<file path="src/rtl/qhp_pkg.sv">
package qhp_pkg;

    // Header byte fields
    localparam int unsigned BYTE_W = 8;
    localparam int unsigned TYPE_W = 7;
    localparam int unsigned LEN_W  = 5;

    // Type limits
    localparam logic [TYPE_W-1:0] LONG_TYPE_MAX         = 7'd4;
    localparam logic [TYPE_W-1:0] SHORT_TYPE_MAX        = 7'd2;
    localparam logic [TYPE_W-1:0] LONG_TYPE_NEGOTIATION = 7'd0;
    localparam logic [TYPE_W-1:0] SHORT_TYPE_PN1        = 7'd0;
    localparam logic [TYPE_W-1:0] SHORT_TYPE_PN2        = 7'd1;

    // Byte positions and lengths
    localparam logic [LEN_W-1:0] CID_BYTES       = 5'd8;
    localparam logic [LEN_W-1:0] VERSION_END     = 5'd12;
    localparam logic [LEN_W-1:0] LEN_NEGOTIATION = 5'd13;
    localparam logic [LEN_W-1:0] LEN_LONG        = 5'd17;
    localparam logic [LEN_W-1:0] LEN_FIRST       = 5'd1;
    localparam logic [LEN_W-1:0] PN_LEN_1        = 5'd1;
    localparam logic [LEN_W-1:0] PN_LEN_2        = 5'd2;
    localparam logic [LEN_W-1:0] PN_LEN_4        = 5'd4;

    // Result status codes
    localparam logic STATUS_OK  = 1'b0;
    localparam logic STATUS_ERR = 1'b1;

    // Output word widths
    localparam int unsigned HDR_W   = 143;
    localparam int unsigned TDATA_W = 144;

    // Header fields, is_long in the lowest bit
    typedef struct packed {
        logic [LEN_W-1:0]  header_bytes;
        logic [31:0]       packet_number;
        logic [31:0]       version_word;
        logic [63:0]       conn_id;
        logic [TYPE_W-1:0] packet_type;
        logic              key_phase;
        logic              has_conn_id;
        logic              is_long;
    } qhp_hdr_t;

    typedef struct packed {
        logic     status;
        qhp_hdr_t hdr;
    } qhp_result_t;

endpackage

</file>
<file path="src/rtl/qhp_parse_core.sv">
module qhp_parse_core
    import qhp_pkg::*;
(
    input  logic              aclk,
    input  logic              aresetn,
    input  logic              byte_valid,
    input  logic [BYTE_W-1:0] data_byte,
    input  logic              first_byte,
    output logic              res_valid,
    output qhp_result_t       res
);

    logic              active_reg, active_next;
    logic [LEN_W-1:0]  index_reg, index_next;
    logic [LEN_W-1:0]  exp_len_reg, exp_len_next;
    logic              form_reg, form_next;
    logic              flag_reg, flag_next;
    logic              phase_reg, phase_next;
    logic [TYPE_W-1:0] type_reg, type_next;
    logic [63:0]       cid_reg, cid_next;
    logic [31:0]       ver_reg, ver_next;
    logic [31:0]       pn_reg, pn_next;

    logic              type_err;
    logic              has_cid;
    logic [LEN_W-1:0]  pn_len;
    logic [LEN_W-1:0]  cid_end;

    function automatic qhp_result_t build_res(
        input logic              form,
        input logic              flag,
        input logic              phase,
        input logic [TYPE_W-1:0] ptype,
        input logic [63:0]       cid,
        input logic [31:0]       ver,
        input logic [31:0]       pn,
        input logic [LEN_W-1:0]  len,
        input logic              status
    );
        qhp_result_t r;
        r.status            = status;
        r.hdr.is_long       = form;
        r.hdr.has_conn_id   = form | flag;
        r.hdr.key_phase     = form ? 1'b0 : phase;
        r.hdr.packet_type   = ptype;
        r.hdr.conn_id       = (form | flag) ? cid : 64'd0;
        r.hdr.version_word  = form ? ver : 32'd0;
        r.hdr.packet_number = pn;
        r.hdr.header_bytes  = len;
        return r;
    endfunction

    // Next-state and result for one byte
    always_comb begin
        active_next  = active_reg;
        index_next   = index_reg;
        exp_len_next = exp_len_reg;
        form_next    = form_reg;
        flag_next    = flag_reg;
        phase_next   = phase_reg;
        type_next    = type_reg;
        cid_next     = cid_reg;
        ver_next     = ver_reg;
        pn_next      = pn_reg;
        res_valid    = 1'b0;
        type_err     = 1'b0;
        pn_len       = PN_LEN_4;
        has_cid      = form_reg | flag_reg;
        cid_end      = has_cid ? CID_BYTES : '0;
        res          = build_res(form_reg, flag_reg, phase_reg, type_reg, cid_reg,
                                 ver_reg, pn_reg, exp_len_reg, STATUS_OK);

        if (byte_valid && first_byte) begin
            // first byte: decode form and type
            cid_next  = '0;
            ver_next  = '0;
            pn_next   = '0;
            form_next = data_byte[7];
            if (data_byte[7]) begin
                flag_next  = 1'b0;
                phase_next = 1'b0;
                type_next  = data_byte[6:0];
                type_err   = (data_byte[6:0] > LONG_TYPE_MAX);
                exp_len_next = (data_byte[6:0] == LONG_TYPE_NEGOTIATION) ?
                               LEN_NEGOTIATION : LEN_LONG;
            end else begin
                flag_next  = data_byte[6];
                phase_next = data_byte[5];
                type_next  = {2'b00, data_byte[4:0]};
                type_err   = ({2'b00, data_byte[4:0]} > SHORT_TYPE_MAX);
                case ({2'b00, data_byte[4:0]})
                    SHORT_TYPE_PN1: pn_len = PN_LEN_1;
                    SHORT_TYPE_PN2: pn_len = PN_LEN_2;
                    default:        pn_len = PN_LEN_4;
                endcase
                exp_len_next = LEN_FIRST + (data_byte[6] ? CID_BYTES : '0) + pn_len;
            end
            if (type_err) begin
                active_next  = 1'b0;
                index_next   = '0;
                exp_len_next = '0;
                res_valid    = 1'b1;
                res = build_res(form_next, flag_next, phase_next, type_next,
                                64'd0, 32'd0, 32'd0, LEN_FIRST, STATUS_ERR);
            end else begin
                active_next = 1'b1;
                index_next  = LEN_FIRST;
            end
        end else if (byte_valid && active_reg) begin
            // shift the byte into the field this position belongs to
            if (index_reg <= cid_end) begin
                cid_next = {cid_reg[55:0], data_byte};
            end else if (form_reg && (index_reg <= VERSION_END)) begin
                ver_next = {ver_reg[23:0], data_byte};
            end else begin
                pn_next = {pn_reg[23:0], data_byte};
            end
            index_next = index_reg + LEN_FIRST;
            if (index_next >= exp_len_reg) begin
                active_next = 1'b0;
                index_next  = '0;
                res_valid   = 1'b1;
                res = build_res(form_reg, flag_reg, phase_reg, type_reg, cid_next,
                                ver_next, pn_next, exp_len_reg, STATUS_OK);
            end
        end
    end

    // Control state
    always_ff @(posedge aclk) begin
        if (!aresetn) begin
            active_reg  <= 1'b0;
            index_reg   <= '0;
            exp_len_reg <= '0;
        end else begin
            active_reg  <= active_next;
            index_reg   <= index_next;
            exp_len_reg <= exp_len_next;
        end
    end

    // Header fields, loaded on the first byte before any use
    always_ff @(posedge aclk) begin
        form_reg  <= form_next;
        flag_reg  <= flag_next;
        phase_reg <= phase_next;
        type_reg  <= type_next;
        cid_reg   <= cid_next;
        ver_reg   <= ver_next;
        pn_reg    <= pn_next;
    end

endmodule

</file>
<file path="src/rtl/quic_header_parser.sv">
// A result word is registered once the last header byte is accepted.
// Throughput: one byte per cycle while s_tready is high; state updates in a single pass.
// A two-entry output (result register plus skid register) keeps input open while
// one result waits; input stalls only when both entries are full.
// Reset: aresetn synchronous, active low; parser goes idle and both entries empty.
module quic_header_parser
    import qhp_pkg::*;
(
    input  logic               aclk,
    input  logic               aresetn,
    input  logic               s_tvalid,
    output logic               s_tready,
    input  logic [BYTE_W-1:0]  s_tdata,   // [7:0] data_byte
    input  logic               s_tuser,   // [0] first_byte
    output logic               m_tvalid,
    input  logic               m_tready,
    output logic [TDATA_W-1:0] m_tdata,   // is_long, has_conn_id, key_phase, packet_type,
                                          // conn_id, version_word, packet_number,
                                          // header_bytes, zero pad
    output logic               m_tuser    // [0] status
);

    logic        s_accept;
    logic        res_valid;
    qhp_result_t res;

    logic        out_valid_reg, out_valid_next;
    logic        skid_valid_reg, skid_valid_next;
    qhp_result_t out_reg, out_next;
    qhp_result_t skid_reg, skid_next;

    assign s_tready = !skid_valid_reg;
    assign s_accept = s_tvalid && s_tready;

    qhp_parse_core u_core (
        .aclk       (aclk),
        .aresetn    (aresetn),
        .byte_valid (s_accept),
        .data_byte  (s_tdata),
        .first_byte (s_tuser),
        .res_valid  (res_valid),
        .res        (res)
    );

    // Output register with skid entry
    always_comb begin
        out_valid_next  = out_valid_reg;
        skid_valid_next = skid_valid_reg;
        out_next        = out_reg;
        skid_next       = skid_reg;
        if (skid_valid_reg) begin
            if (m_tready) begin
                out_next        = skid_reg;
                skid_valid_next = 1'b0;
            end
        end else if (res_valid) begin
            if (out_valid_reg && !m_tready) begin
                skid_next       = res;
                skid_valid_next = 1'b1;
            end else begin
                out_next       = res;
                out_valid_next = 1'b1;
            end
        end else if (m_tready) begin
            out_valid_next = 1'b0;
        end
    end

    always_ff @(posedge aclk) begin
        if (!aresetn) begin
            out_valid_reg  <= 1'b0;
            skid_valid_reg <= 1'b0;
        end else begin
            out_valid_reg  <= out_valid_next;
            skid_valid_reg <= skid_valid_next;
        end
    end

    always_ff @(posedge aclk) begin
        out_reg  <= out_next;
        skid_reg <= skid_next;
    end

    assign m_tvalid = out_valid_reg;
    assign m_tdata  = {1'b0, out_reg.hdr};
    assign m_tuser  = out_reg.status;

endmodule

</file>
<file path="config.mk">
export PLATFORM = sky130hd
export DESIGN_NAME = quic_header_parser
export DESIGN_NICKNAME = d
export VERILOG_FILES = /design/src/rtl/qhp_pkg.sv /design/src/rtl/qhp_parse_core.sv /design/src/rtl/quic_header_parser.sv
export SDC_FILE = /design/constraint.sdc
export NUM_CORES = 1
export LEC_CHECK = 0
export ABC_AREA = 1
export BUFFER_PORTS_ARGS = -buffer_cell sky130_fd_sc_hd__clkbuf_2
export CAP_MARGIN = 20
export CORE_UTILIZATION = 56
export CTS_BUF_LIST = sky130_fd_sc_hd__clkbuf_8
export DETAILED_ROUTE_END_ITERATION = 6
export GPL_ROUTABILITY_DRIVEN = 0
export PLACE_DENSITY = 0.75
export SYNTH_ARGS = -nofsm -noshare
export SYNTH_HDL_FRONTEND = slang
export SYNTH_SLANG_ARGS = --single-unit
export TNS_END_PERCENT = 5
</file>
<file path="constraint.sdc">
create_clock -name aclk -period 5.58 [get_ports aclk]
set_clock_uncertainty 0.15 [all_clocks]
set_input_delay 0.558 -clock aclk [delete_from_list [all_inputs] [get_ports aclk]]
set_output_delay 0.558 -clock aclk [all_outputs]
set_load 0.005 [all_outputs]
</file>
==> results_dict.tcl <==
set metrics [dict create \
    critPathMaxFanout 87 \
    crit_type "flip-flop to flip-flop" \
    dr.pass1.iters 5 \
    grt_pass1_wl_mm 78.17 \
    antenna_found_initial 0 \
    synth-simple-area-share 0.2526 \
    die_w_microns 191.5 \
    clkSinkCount 439 \
    coreArea_sq_um 35480 \
    vias 16310 \
    swShare 0.2377 \
    wl_per_cell_microns 16.15 \
    initialDrtViolationCount 1559 \
    largest_register_ffs 144 \
    dieArea_sq_um 36650 \
    synth_cell_types 33 \
    numCtsBuffers 71 \
    cts_setup_buffers 0 \
    synthCells 2370 \
    dp_cells 2858 \
    clk_pin_slew_ns 0.06 \
    fmax_ghz 0.2228 \
    die_y_microns 191.5 \
    syn2layout_area_growth_pct 11.39 \
    start_kind "flip-flop" \
    synthMuxAreaShare 0 \
    syn_nets 2393 \
    synth_compound_area_frac 0.09026 \
    h-tree-depth 3 \
    cts_tree "yes" \
    synthAdderAreaFrac 0.006225 \
    ys_seq_elements 439 \
    cellInternalPower_mw 4.932 \
    synth_xor_area_frac 0.001307 \
    grt_max_degree 107 \
    grt_pass1_vias 15400 \
    finalHoldViolations 0 \
    worst_pin_slew_ns 1.063 \
    portBuffers 158 \
    yosys_warnings 0 \
    drv_cap 0 \
    p_leak_nw 9.894 \
    cp_data_required_time_ns 5.77 \
    syn_avg_cell_area_sq_um 8.481 \
    period_minus_slack_ns 4.489 \
    track_usage 0.2686 \
    wl_mm 48.31 \
    drt.antenna.violating_nets 0 \
    slew_violations 0 \
    seqPwrFrac 0.551 \
    overflow 0 \
    insertion_delay_ns 0.60 \
    fin_crit_sh 0.8044 \
    power_frac_comb 0.052 \
    powerDensity_nw_per_um2 289.0 \
    start_util 0.5665 \
    hp-class "input port to flip-flop" \
    nets 2495 \
    rsz0062_at_grt "no" \
    syn_area_sq_um 20100 \
    drc 0 \
    io_pins 160 \
    rows 69 \
    drive_gt1_frac 0.1166 \
    worstPathArrival_ns 4.68 \
    fin_cells 2992 \
    maxSlewHeadroom 0.2916 \
    synth_top_family_by_area "simple AND/OR/NAND/NOR gates" \
    rrSetupSlack_ns 1.09 \
    clockPowerShare 0.396 \
    dpl.hpwl_mm 28.00 \
    antennaDiodeCount 0 \
    cp-end-kind "flip-flop" \
    cts_resized 0 \
    switchingPower_mw 1.538 \
    finalSetupViolCount 0 \
    clockBufferDepth 3 \
    ys_seq_area_frac 0.5857 \
    ctsRootBufferMaster "clkbuf_8" \
    status "finished, final reports clean" \
    via_per_inst 5.452 \
    holdBufCountCts 0 \
    peakVddDrop_v 0.0002257 \
    setup_tns_ns 0 \
]
power by group through the flow:
stage / Clock, mW / Sequential [mW] / Combinational, mW
2_1_floorplan: 0 / 3.64 / 0.192
3_3_place_gp: 0 / 3.63 / 0.329
3_5_place_dp: 0 / 3.64 / 0.333
4_1_cts: 2.62 / 3.57 / 0.335
5_1_grt: 2.77 / 3.57 / 0.373
6_report: 2.56 / 3.57 / 0.338
critical path, cell delays in order, from the launching register on:
cell     delay [ns]
dfxtp_4        0.83
inv_4          0.47
nand3_2        0.26
inv_2          0.09
nand3_2        0.08
buf_4          0.78
inv_2          0.65
buf_4          0.45
nand2_1        0.11
o21ai_1        0.08
nand2_1        0.10
nand2_1        0.08
logic make-up after synthesis:
group	Yosys count
AOI/OAI and AO/OA	331
xor gates and xnor gates	3
adders and majority gates	10
buffers and inverters	319
DFF	439
other	1
and+or+nand+nor	1267
Yosys cell counts, drive strengths merged:
master / number / area (sq um)
nor3: 4 / 36.29
nand2: 1032 / 3879
a22o: 40 / 350.3
a21oi: 75 / 375.4
nand3b: 2 / 15.01
o31ai: 1 / 7.510
nor2: 24 / 107.6
xor2: 3 / 26.28
conb: 1 / 3.750
a22oi: 1 / 7.510
clkinv: 1 / 3.750
edfxtp: 298 / 8949
inv: 166 / 625.6
ha: 10 / 125.1
or2: 1 / 6.260
dfxtp: 141 / 2823
buf: 79 / 379.1
a21boi: 1 / 7.510
o21ai: 213 / 1066
clkbuf: 73 / 274.0
nand3: 203 / 1026
nand4: 1 / 6.260
layout make-up:
type                       count  area (sq um)
fill                        2958         13090
sequential                   439         11780
clock inverter                52         212.7
inverter                     167         639.4
multi-input combinational   1612          7076
timing repair buffer         181          1008
tap                          461         576.8
clock buffer                  80          1101
placed cells by master, fill, tap and decap left out, types with 3 or more instances in the layout:
| master | Yosys | final |
|---|---|---|
| edfxtp_1 | 298 | 298 |
| nand2_1 | 1030 | 1030 |
| nand3_1 | 201 | 201 |
| nor2_1 | 19 | 17 |
| o21ai_1 | 89 | 89 |
| xor2_1 | 3 | 3 |
| buf_4 | 4 | 20 |
| clkinv_2 | 0 | 5 |
| clkinv_1 | 1 | 10 |
| inv_2 | 8 | 9 |
| ha_1 | 10 | 10 |
| dfxtp_1 | 141 | 140 |
| clkbuf_8 | 0 | 80 |
| nor2_2 | 4 | 3 |
| o21ai_0 | 124 | 124 |
| nor2_4 | 1 | 4 |
| inv_1 | 157 | 189 |
| clkinvlp_4 | 0 | 3 |
| a21oi_1 | 75 | 75 |
| a22o_1 | 40 | 40 |
| clkbuf_2 | 0 | 158 |
per-stage QoR:
step / hold slack [ns] / setup WS [ns] / total power, mW / util / area, sq um
2_1_floorplan: 0.2953 / 0.1437 / 3.834 / - / 20100
3_3_place_gp: 0.3049 / 1.251 / 3.963 / 0.5926 / 21030
3_5_place_dp: 0.3229 / 1.135 / 3.969 / 0.5926 / 21030
4_1_cts: 0.07422 / 1.132 / 6.520 / 0.6296 / 22340
5_1_grt: 0.08551 / 0.7738 / 6.717 / 0.6310 / 22390
6_report: 0.1101 / 1.091 / 6.470 / 0.6310 / 22390
routing by layer:
| metal | GRT usage | part of all wire | vias to the layer above |
|---|---|---|---|
| met3 | 0.04737 | 0.078 | 105 |
| met5 | 0 | 0 | - |
| li1 | - | - | 7980 |
| met2 | 0.4259 | 0.46 | 676 |
| met1 | 0.3682 | 0.44 | 7551 |
| met4 | 0.1023 | 0.028 | 0 |
final timing paths:
path                                            from  cells past startpoint                                  to
hold reg to reg   u_core.exp_len_reg[3]$_SDFFE_PN0P_                      2  u_core.exp_len_reg[3]$_SDFFE_PN0P_
hold / removal                               aresetn                      3    u_core.index_reg[0]$_SDFFE_PN0P_
setup reg to reg           skid_valid_reg$_SDFF_PN0_                     11              m_tdata[109]$_DFFE_PP_
setup / recovery           skid_valid_reg$_SDFF_PN0_                     11              m_tdata[109]$_DFFE_PP_
No activity file was read; power rests on OpenSTA's default activity.
